$ cat src/rtl/cfa_pkg.sv
// Package for the chunk fit allocator: sizing defaults, operation and fit codes,
// register indexes, and the command and result structs.
// No dependencies.
package cfa_pkg;

  // Default sizing
  localparam int unsigned MaxChunksDef = 16;
  localparam int unsigned SizeBitsDef  = 16;

  // Fixed field widths
  localparam int unsigned OpW      = 2;
  localparam int unsigned SlotW    = 4;
  localparam int unsigned FieldW   = 16;
  localparam int unsigned FitW     = 2;
  localparam int unsigned ChunksW  = 5;
  localparam int unsigned CfgIdxW  = 2;
  localparam int unsigned CfgDataW = 8;

  // Command opcodes
  typedef enum logic [OpW-1:0] {
    OP_WRITE   = 2'd0,
    OP_RESTORE = 2'd1,
    OP_ALLOC   = 2'd2
  } cfa_op_e;

  // Placement policies; the unused code behaves as first fit
  typedef enum logic [FitW-1:0] {
    FIT_FIRST = 2'd0,
    FIT_BEST  = 2'd1,
    FIT_WORST = 2'd2
  } cfa_fit_e;

  // Configuration register indexes
  typedef enum logic [CfgIdxW-1:0] {
    CFG_FIT_MODE = 2'd0,
    CFG_CHUNKS   = 2'd1
  } cfa_cfg_e;

  typedef struct packed {
    logic [OpW-1:0]    opcode;
    logic [SlotW-1:0]  slot;
    logic [FieldW-1:0] size;
  } cfa_item_t;

  typedef struct packed {
    logic              found;
    logic [SlotW-1:0]  chosen_slot;
    logic [FieldW-1:0] remaining_before;
    logic [FieldW-1:0] original_size;
  } cfa_result_t;

endpackage

$ cat src/rtl/chunk_fit_allocator.sv
// Chunk fit allocator top level: command sequencer, chunk size memories, fit compare.
// Depends on cfa_pkg, cfa_ram and cfa_fit_cmp.
//
// A command is taken when start_i is high and busy_o low; busy_o stays high until
// the command is finished. A slot write keeps busy_o high for 1 cycle. A restore
// copies every slot, one per cycle through the memory read port. An allocate scans
// the first n = min(chunks_in_use, MaxChunks) slots one per cycle through the single
// compare unit; its result appears with done_o for exactly one cycle, in the same
// cycle in which busy_o falls, and the receiver cannot stall it. The next command
// can be taken as soon as busy_o is low. Configuration writes are taken at any time
// but are meant for idle.
module chunk_fit_allocator import cfa_pkg::*; #(
  parameter int unsigned MaxChunks = MaxChunksDef,
  parameter int unsigned SizeBits  = SizeBitsDef
) (
  input  logic                clk_i,
  input  logic                rst_ni,
  // Command channel
  input  logic                start_i,
  input  cfa_item_t           item_i,
  output logic                busy_o,
  // Result channel
  output logic                done_o,
  output cfa_result_t         result_o,
  // Configuration channel
  input  logic                cfg_valid_i,
  output logic                cfg_ready_o,
  input  logic [CfgIdxW-1:0]  cfg_index_i,
  input  logic [CfgDataW-1:0] cfg_data_i
);

  localparam int unsigned AddrW = (MaxChunks > 1) ? $clog2(MaxChunks) : 1;
  localparam int unsigned CntW  = $clog2(MaxChunks + 1);

  typedef enum logic [5:0] {
    ST_IDLE    = 6'b000001,
    ST_WRITE   = 6'b000010,
    ST_RESTORE = 6'b000100,
    ST_SCAN    = 6'b001000,
    ST_FETCH   = 6'b010000,
    ST_REPLY   = 6'b100000
  } state_e;

  state_e               state_q, state_d;
  logic [FitW-1:0]      fit_mode_q;
  logic [ChunksW-1:0]   chunks_q;
  logic [CntW-1:0]      cnt_q, cnt_d;
  logic                 chk_vld_q, chk_vld_d;
  logic                 hit_q, hit_d;
  logic                 done_q, done_d;
  cfa_item_t            item_q;
  logic [AddrW-1:0]     chk_idx_q;
  logic [AddrW-1:0]     best_q, best_d;
  logic [SizeBits-1:0]  best_val_q, best_val_d;
  cfa_result_t          result_q, result_d;

  logic                 accept;
  logic [CntW-1:0]      n_scan;
  logic [CntW-1:0]      limit;
  logic                 issue;
  logic [SizeBits-1:0]  req;
  logic                 slot_ok;
  logic                 take;

  logic                 orig_we;
  logic [AddrW-1:0]     orig_raddr;
  logic [SizeBits-1:0]  orig_rdata;
  logic                 rem_we;
  logic [AddrW-1:0]     rem_waddr;
  logic [SizeBits-1:0]  rem_wdata;
  logic [SizeBits-1:0]  rem_rdata;

  assign accept      = start_i && (state_q == ST_IDLE);
  assign busy_o      = (state_q != ST_IDLE);
  assign cfg_ready_o = 1'b1;
  assign done_o      = done_q;
  assign result_o    = result_q;

  assign req     = SizeBits'(item_q.size);
  assign slot_ok = (32'(item_q.slot) < MaxChunks);

  // Slots taking part in a scan, clamped to the table depth
  always_comb begin
    if (32'(chunks_q) > MaxChunks) begin
      n_scan = CntW'(MaxChunks);
    end else begin
      n_scan = CntW'(chunks_q);
    end
  end

  assign limit = (state_q == ST_RESTORE) ? CntW'(MaxChunks) : n_scan;
  assign issue = ((state_q == ST_SCAN) || (state_q == ST_RESTORE)) && (cnt_q < limit);

  // Memory ports
  assign orig_we    = (state_q == ST_WRITE) && slot_ok;
  assign orig_raddr = (state_q == ST_FETCH) ? best_q : cnt_q[AddrW-1:0];

  always_comb begin
    rem_we    = 1'b0;
    rem_waddr = AddrW'(item_q.slot);
    rem_wdata = req;
    unique case (state_q)
      ST_WRITE: begin
        rem_we = slot_ok;
      end
      ST_RESTORE: begin
        rem_we    = chk_vld_q;
        rem_waddr = chk_idx_q;
        rem_wdata = orig_rdata;
      end
      ST_REPLY: begin
        rem_we    = hit_q;
        rem_waddr = best_q;
        rem_wdata = best_val_q - req;
      end
      default: begin
        rem_we = 1'b0;
      end
    endcase
  end

  cfa_ram #(
    .Width (SizeBits),
    .Depth (MaxChunks)
  ) u_orig_ram (
    .clk_i   (clk_i),
    .we_i    (orig_we),
    .waddr_i (AddrW'(item_q.slot)),
    .wdata_i (req),
    .raddr_i (orig_raddr),
    .rdata_o (orig_rdata)
  );

  cfa_ram #(
    .Width (SizeBits),
    .Depth (MaxChunks)
  ) u_rem_ram (
    .clk_i   (clk_i),
    .we_i    (rem_we),
    .waddr_i (rem_waddr),
    .wdata_i (rem_wdata),
    .raddr_i (cnt_q[AddrW-1:0]),
    .rdata_o (rem_rdata)
  );

  // Shared compare unit, fed one slot per cycle
  cfa_fit_cmp #(
    .SizeBits (SizeBits)
  ) u_fit_cmp (
    .fit_mode_i (fit_mode_q),
    .hit_i      (hit_q),
    .rem_i      (rem_rdata),
    .req_i      (req),
    .best_i     (best_val_q),
    .take_o     (take)
  );

  // Sequencer
  always_comb begin
    state_d    = state_q;
    cnt_d      = cnt_q;
    chk_vld_d  = 1'b0;
    hit_d      = hit_q;
    best_d     = best_q;
    best_val_d = best_val_q;
    done_d     = 1'b0;
    result_d   = result_q;
    unique case (state_q)
      ST_IDLE: begin
        if (accept) begin
          cnt_d = '0;
          hit_d = 1'b0;
          if (item_i.opcode == OP_WRITE) begin
            state_d = ST_WRITE;
          end else if (item_i.opcode == OP_RESTORE) begin
            state_d = ST_RESTORE;
          end else if (item_i.opcode == OP_ALLOC) begin
            state_d = ST_SCAN;
          end
        end
      end
      ST_WRITE: begin
        state_d = ST_IDLE;
      end
      ST_RESTORE: begin
        chk_vld_d = issue;
        if (issue) begin
          cnt_d = cnt_q + 1'b1;
        end else if (!chk_vld_q) begin
          state_d = ST_IDLE;
        end
      end
      ST_SCAN: begin
        chk_vld_d = issue;
        if (issue) begin
          cnt_d = cnt_q + 1'b1;
        end else if (!chk_vld_q) begin
          state_d = ST_FETCH;
        end
        if (chk_vld_q && take) begin
          hit_d      = 1'b1;
          best_d     = chk_idx_q;
          best_val_d = rem_rdata;
        end
      end
      ST_FETCH: begin
        state_d = ST_REPLY;
      end
      ST_REPLY: begin
        state_d                   = ST_IDLE;
        done_d                    = 1'b1;
        result_d.found            = hit_q;
        result_d.chosen_slot      = hit_q ? SlotW'(best_q) : '0;
        result_d.remaining_before = hit_q ? FieldW'(best_val_q) : '0;
        result_d.original_size    = hit_q ? FieldW'(orig_rdata) : '0;
      end
      default: begin
        state_d = ST_IDLE;
      end
    endcase
  end

  // Control registers and configuration
  always_ff @(posedge clk_i or negedge rst_ni) begin
    if (!rst_ni) begin
      state_q    <= ST_IDLE;
      cnt_q      <= '0;
      chk_vld_q  <= 1'b0;
      hit_q      <= 1'b0;
      done_q     <= 1'b0;
      fit_mode_q <= FIT_FIRST;
      chunks_q   <= '0;
    end else begin
      state_q   <= state_d;
      cnt_q     <= cnt_d;
      chk_vld_q <= chk_vld_d;
      hit_q     <= hit_d;
      done_q    <= done_d;
      if (cfg_valid_i && cfg_ready_o) begin
        if (cfg_index_i == CFG_FIT_MODE) begin
          fit_mode_q <= cfg_data_i[FitW-1:0];
        end else if (cfg_index_i == CFG_CHUNKS) begin
          chunks_q <= cfg_data_i[ChunksW-1:0];
        end
      end
    end
  end

  // Payload registers
  always_ff @(posedge clk_i) begin
    if (accept) begin
      item_q <= item_i;
    end
    chk_idx_q  <= cnt_q[AddrW-1:0];
    best_q     <= best_d;
    best_val_q <= best_val_d;
    result_q   <= result_d;
  end

endmodule

$ cat src/rtl/cfa_ram.sv
// Generic single-write, single-read RAM with registered read data.
// No dependencies.
module cfa_ram #(
  parameter int unsigned Width = 16,
  parameter int unsigned Depth = 16,
  localparam int unsigned AddrW = (Depth > 1) ? $clog2(Depth) : 1
) (
  input  logic             clk_i,
  input  logic             we_i,
  input  logic [AddrW-1:0] waddr_i,
  input  logic [Width-1:0] wdata_i,
  input  logic [AddrW-1:0] raddr_i,
  output logic [Width-1:0] rdata_o
);

  logic [Width-1:0] mem_q [Depth];

  // Write port
  always_ff @(posedge clk_i) begin
    if (we_i) begin
      mem_q[waddr_i] <= wdata_i;
    end
  end

  // Registered read port
  always_ff @(posedge clk_i) begin
    rdata_o <= mem_q[raddr_i];
  end

endmodule

$ cat src/rtl/cfa_fit_cmp.sv
// Fit compare unit: decides whether the chunk under scan replaces the current pick.
// Depends on cfa_pkg.
module cfa_fit_cmp import cfa_pkg::*; #(
  parameter int unsigned SizeBits = SizeBitsDef
) (
  input  logic [FitW-1:0]     fit_mode_i,
  input  logic                hit_i,
  input  logic [SizeBits-1:0] rem_i,
  input  logic [SizeBits-1:0] req_i,
  input  logic [SizeBits-1:0] best_i,
  output logic                take_o
);

  logic fits;

  assign fits = (rem_i >= req_i);

  // First fitting chunk always wins; later ones only on a strictly better size
  always_comb begin
    take_o = 1'b0;
    if (fits) begin
      if (!hit_i) begin
        take_o = 1'b1;
      end else if (fit_mode_i == FIT_BEST) begin
        take_o = (rem_i < best_i);
      end else if (fit_mode_i == FIT_WORST) begin
        take_o = (rem_i > best_i);
      end
    end
  end

endmodule

$ cat config.mk
export PLATFORM = sky130hd
export DESIGN_NAME = chunk_fit_allocator
export DESIGN_NICKNAME = d
export VERILOG_FILES = /design/src/rtl/cfa_pkg.sv /design/src/rtl/chunk_fit_allocator.sv /design/src/rtl/cfa_ram.sv /design/src/rtl/cfa_fit_cmp.sv
export SDC_FILE = /design/constraint.sdc
export NUM_CORES = 1
export LEC_CHECK = 0
export CAP_MARGIN = 20
export CORE_MARGIN = 1
export CORE_UTILIZATION = 45
export CTS_CLUSTER_SIZE = 10
export DETAILED_ROUTE_END_ITERATION = 10
export DONT_BUFFER_PORTS = 1
export PLACE_DENSITY_LB_ADDON = 0.15
export SLEW_MARGIN = 25
export SYNTH_ARGS = -nofsm -noshare
export SYNTH_HDL_FRONTEND = slang
export SYNTH_SLANG_ARGS = --single-unit
$ cat constraint.sdc
create_clock -name clk_i -period 7.4 [get_ports clk_i]
set_clock_uncertainty 0.05 [all_clocks]
set_input_delay 0 -clock clk_i [delete_from_list [all_inputs] [get_ports clk_i]]
set_output_delay 0 -clock clk_i [all_outputs]
set_load 0.05 [all_outputs]
==> results of run 1 <==
[final cells by class]
cell class | count | area, um^2 | share of cell area (%)
well taps | 765 | 957.2 | 3.149
clock buffers | 111 | 2074 | 6.825
inverters | 49 | 183.9 | 0.6051
multi-input cells | 826 | 7056 | 23.21
flip-flops and latches | 646 | 18940 | 62.31
clock inverters | 9 | 81.33 | 0.2676
repair buffers | 128 | 1104 | 3.631
[per-stage QoR]
stage | hold slack, ps | util [%] | worst slack, ps | total power, uW
final | 70.85 | 52.68 | 3204 | 10190
after floorplan | -345.6 | - | 3407 | 6071
after detailed placement | -342.8 | 47.91 | 3203 | 6901
after CTS | 40.12 | 52.65 | 3168 | 10270
after global placement | -342.9 | 47.83 | 3218 | 6846
after global routing | 89.48 | 52.68 | 3037 | 10620
[worst reg2reg max path, cell delays in order, from the launching register on]
cell	delay, ps
dfrtp_1	460
or4_1	720
o21ai_2	190
buf_4	370
nand2_4	340
buf_4	480
mux2_4	410
a2111o_1	500
or4_1	550
[cells in the final DEF (no fill, tap or decap), types with 11 or more instances in the layout]
cell type and instances:
dfxtp_1 36, a21oi_1 68, nor3_1 15, mux2i_1 57
o21ai_0 60, a211oi_1 16, a22oi_1 12, a21o_1 16
inv_1 46, nor2_1 47, mux4_2 80, mux2_2 13
clkbuf_1 32, and2_1 23, dfrtp_1 17, nand2_1 98
a2111o_1 11, nand3_1 45, or4_1 12, a32oi_1 12
clkbuf_16 77, nor2_2 12, ha_1 55, dlygate4sd3_1 58
and3_1 16, edfxtp_1 589, buf_4 69
[final timing paths]
kind | from | endpoint | slack (ps) | cells past startpoint
worst max-delay path | state_q[2] | u_orig_ram.rdata_o[7] | 3200 | 8
worst min-delay path | cfg_data_i[0] | chunks_q[0] | 70 | 2
worst max register to register | state_q[2] | u_orig_ram.rdata_o[7] | 3200 | 8
worst min register to register | u_rem_ram.rdata_o[0] | best_val_q[0] | 380 | 0
max in group asynchronous | rst_ni | cnt_q[0] | 6490 | 3
min in group asynchronous | rst_ni | state_q[5] | 410 | 3
[kinds of logic (layout without fill, tap and decap cells)]
logic type	count (synthesis)	in the layout	share of synthesized area (%)
buffers and inverters	119	297	1.780
adders and majority gates	56	56	2.694
DFF	646	646	72.03
xor gates and xnor gates	10	10	0.3332
other	1	1	0.01427
muxes	160	160	10.13
and+or+nand+nor	332	332	6.217
AOI/OAI and AO/OA	267	267	6.793
[synth_stat cells, drive strengths merged, types with 22 or more instances]
cell	instances	area [um^2]
o21ai	62	314.1
a21oi	71	355.3
inv	48	180.2
nand3	45	225.2
and2	23	143.9
dfxtp	36	720.7
mux2i	58	580.6
nand2	100	377.9
edfxtp	589	17690
clkbuf	52	195.2
ha	55	688.2
nor2	64	240.2
mux2	22	281.5
mux4	80	1802
[registers in the layout (all words and copies together) (netlist names), 5 cells and up]
| name | cells |
|---|---|
| best_val_q | 16 |
| u_orig_ram.mem_q | 256 |
| result_o | 37 |
| u_rem_ram.mem_q | 256 |
| cnt_q | 5 |
| chunks_q | 5 |
| state_q | 6 |
| u_rem_ram.rdata_o | 16 |
| req | 16 |
| u_orig_ram.rdata_o | 16 |
[power breakdown]
group,switching (uW),internal (uW)
Sequential,270,4460
Combinational,1300,826
Clock,1410,1930
[routing by layer]
layer	vias to the layer above	track usage, %
met3	118	4.274
met2	477	34.59
li1	6555	-
met4	0	8.235
met5	-	0
met1	7493	30.62
==> results.yml, run 1 <==
finish:
  final_cells: 2534
  fillCellCount: 4699
  finish.net_count: 1819
  final_cell_area_mm2: 0.03040
  diodes: 0
  drive_above_1_share_pct: 17.30
  areaGrowthSynthToFinish_pct: 15.64
placement:
  place_congestion: 0.8610
  io_buffer_count: 0
  hpwl_mm: 40.40
  dpl_cell_area_mm2: 0.02764
  dp_cells: 2355
global_routing:
  antenna_found_initial: 1
  grt_overflow: 0
  grt_use_total_pct: 22.07
  grt_pass1_vias: 14680
  grt_pass1_wl_mm: 95.77
  grt_max_degree: 69
routing:
  route.met2.wl_mm: 30.57
  drtPass1Iterations: 5
  ant_nets: 0
  drt_wl_total_mm: 64.72
  drc_errors: 0
  wl_met3_mm: 4.141
  drtIter0Drc: 1265
  highest_layer: "met4"
  drt-met1-wl_mm: 28.07
  num_vias: 14640
  wire_per_inst_um: 25.54
  vias_per_cell: 5.779
sta:
  slew_headroom_pct: 30.78
  fmax_mhz: 238.3
  min_period_ps: 4196
  hold_viol_final: 0
  finalCritPeriodShare_pct: 56.70
  tns_ps: 0
  slew_viol_final: 0
  worstMarginPinSlew_ps: 1038
  setup_violations: 0
  rsz0062_at_grt: "no"
floorplanning:
  fp.dieW_um: 243.7
  dieArea_mm2: 0.05938
  io_pins: 76
  core_mm2: 0.05770
  start_util_pct: 45.56
  die_h_um: 243.7
  rows: 88
pwr:
  p_leak_uw: 0.01033
  irDropWorstVdd_mv: 0.1674
  p_per_area_mw_per_mm2: 335.3
worst_setup_path:
  cpLargestDelayFamily: "simple AND/OR/NAND/NOR gates"
  critPathMaxFanout: 47
  cpMaxStageDelayCell: "or4_1"
  crit_chain: "or4_1 -> o21ai_2 -> buf_4 -> nand2_4 -> buf_4 -> mux2_4 -> a2111o_1 -> or4_1"
  cp_data_arrival_time_ps: 4620
  start_kind: "flip-flop"
  critPathRequiredTime_ps: 7820
  criticalPathCategory: "reg -> reg"
  end_kind: "flip-flop"
  path_buf_inv: 2
  slowest_delay_ps: 720
logic_synthesis:
  ys_seq_area_share_pct: 72.03
  async_reset_ff_share_pct: 3.251
  synthDistinctLibCells: 72
  synth-edff-count: 589
  ys.flop_type: "edfxtp_1"
  ys.warnings.count: 0
  synth_area_per_cell_um2: 16.52
  synthesis.area_mm2: 0.02629
  synth_nets: 1683
  ys_ff_latch: 646
  syn_inst: 1591
clock_tree:
  cts_resized: 0
  cts-root-buf: "clkbuf_16"
  clk_latency_ps: 620
  holdBufCountCts: 58
  cts_max_level: 3
  clockBufferDepth: 3
  cts_inserted_buffers: 76
  clkSlewWorstSetupHoldPaths_ps: 50
  cts_tree: "built"
  clock-sinks: 646
  cts_setup_buffers: 0
min_path:
  hold_path_class: "in -> reg"
job:
  maxCapViolations: 0
outcome:
  outcome: "finished, final reports clean"
(Power assumes the default switching activity.)
==> run 2, diff against run 1 <==
Clock period 7.4 ns to 4.1 ns, I/O delays scaled along.
==> results.yml, run 2 (synthesized netlist as in run 1, its figures left out) <==
outcome:
  outcome: "finished, final reports clean"
sta:
  rsz0062_at_grt: "no"
  finalCritPeriodShare_pct: 87.73
  slew_viol_final: 0
  fmax_mhz: 278.0
  hold_ws_ps: 59.74
  slew_headroom_pct: 31.11
  tns_ps: 0
  setup_violations: 0
  min_period_ps: 3597
  worstMarginPinSlew_ps: 1027
  hold_viol_final: 0
clock_tree:
  cts_resized: 0
  cts-root-buf: "clkbuf_16"
  cts_max_level: 3
  cts_tree: "built"
  clkSlewWorstSetupHoldPaths_ps: 60
  cts_inserted_buffers: 76
  clk_latency_ps: 630
  clock-sinks: 646
  clockBufferDepth: 3
global_routing:
  antenna_found_initial: 0
  grt_pass1_wl_mm: 96.57
  grt_use_total_pct: 22.32
  grt_overflow: 0
  grt_pass1_vias: 14810
  grt_max_degree: 67
routing:
  num_vias: 14850
  vias_per_cell: 5.771
  drc_errors: 0
  wire_per_inst_um: 25.54
  drtPass1Iterations: 7
  ant_nets: 0
  drt_wl_total_mm: 65.71
  drtIter0Drc: 1369
floorplanning:
  dieArea_mm2: 0.05938
  start_util_pct: 45.56
  core_mm2: 0.05770
  die_h_um: 243.7
  rows: 88
  fp.dieW_um: 243.7
  io_pins: 76
worst_setup_path:
  criticalPathCategory: "reg -> reg"
  path_buf_inv: 1
  cpMaxStageDelayCell: "edfxtp_1"
  cp_data_arrival_time_ps: 3730
  start_kind: "flip-flop"
  critPathMaxFanout: 17
  cpLargestDelayFamily: "simple AND/OR/NAND/NOR gates"
  slowest_delay_ps: 680
  critPathRequiredTime_ps: 4230
  end_kind: "flip-flop"
  crit_chain: "inv_1 -> ha_1 -> nor2b_1 -> o31ai_1 -> a211oi_1 -> or3_1 -> nand3_1 -> nand2_1"
pwr:
  p_per_area_mw_per_mm2: 603.5
  irDropWorstVdd_mv: 0.3490
  pwr-share-comb_pct: 20.7
  p_sw_uw: 5387
  p_int_uw: 13090
  p_leak_uw: 0.01047
  swShare_pct: 29.15
  power.clock.fraction_pct: 32.9
  seqPwrFrac_pct: 46.4
placement:
  place_congestion: 0.8611
  hpwl_mm: 42.07
  dpl_cell_area_mm2: 0.02781
  io_buffer_count: 0
finish:
  final_cell_area_mm2: 0.03062
  final_common_cell: "edfxtp_1"
  drive_above_1_share_pct: 17.81
  areaGrowthSynthToFinish_pct: 16.50
  layout_common_cells: "edfxtp_1 (589), nand2_1 (98), buf_4 (86), mux4_2 (80), clkbuf_16 (76)"
  finish.net_count: 1842
  diodes: 0
  utilization_pct: 53.08
job:
  maxCapViolations: 0
min_path:
  hold_path_class: "in -> reg"
-- run 2: cell types whose count changed in the layout (fill, tap and decap cells not counted), moves of 3 or more --
cell,change
buf_4,+17
clkbuf_1,+16
buf_12,+5
nor2_2,+5
nor2_4,-5
a21oi_1,+3
a21oi_2,-3
-- run 2: repair_timing --
item | CTS | global route
hold buffers | 59 | 1
setup buffers | 0 | 0
endpoints found under the hold margin | 58 | 20
-- run 2: path summary, 6_finish.rpt --
kind,start,to,slack [ps],cells after the start
min in group asynchronous,rst_ni,state_q[3],390,3
hold reg to reg,chk_idx_q[1],best_q[1],400,0
setup / recovery,req[1],u_rem_ram.mem_q[10][11],500,8
max in group asynchronous,rst_ni,cnt_q[0],3200,3
hold / removal,cfg_data_i[1],chunks_q[1],60,2
setup reg to reg,req[1],u_rem_ram.mem_q[10][11],500,8
-- run 2: layout make-up --
| type | instances | area, um^2 |
|---|---|---|
| clock buffer | 125 | 2096 |
| fill | 4657 | 27070 |
| multi-input combinational | 826 | 6978 |
| inverter | 49 | 183.9 |
| sequential | 646 | 18940 |
| clock inverter | 11 | 125.1 |
| timing repair buffer | 151 | 1341 |
| tap | 765 | 957.2 |
-- run 2: power by group through the flow --
stage,clock network [uW],logic [uW],registers (uW)
2_1_floorplan,0,2500,8460
3_3_place_gp,0,3700,8700
3_5_place_dp,0,3770,8710
4_1_cts,6190,3850,8580
5_1_grt,6460,4170,8600
6_report,6080,3820,8570
-- run 2: layer usage --
layer / vias to the layer above / GRT usage, % / share of wire, %
li1: 6622 / - / -
met1: 7646 / 31.63 / 44
met2: 512 / 35.16 / 47
met3: 70 / 4.296 / 6.5
met4: 0 / 6.379 / 1.8
met5: - / 0 / 0
-- run 2: through the flow --
stage          std cells  setup WS, ps  total power [uW]
4_1_cts             2572         601.3             18620
3_5_place_dp        2377         637.6             12480
6_report            2573         503.0             18480
3_3_place_gp        2377         730.7             12400
2_1_floorplan       1591         106.6             10960
5_1_grt             2573         313.2             19230
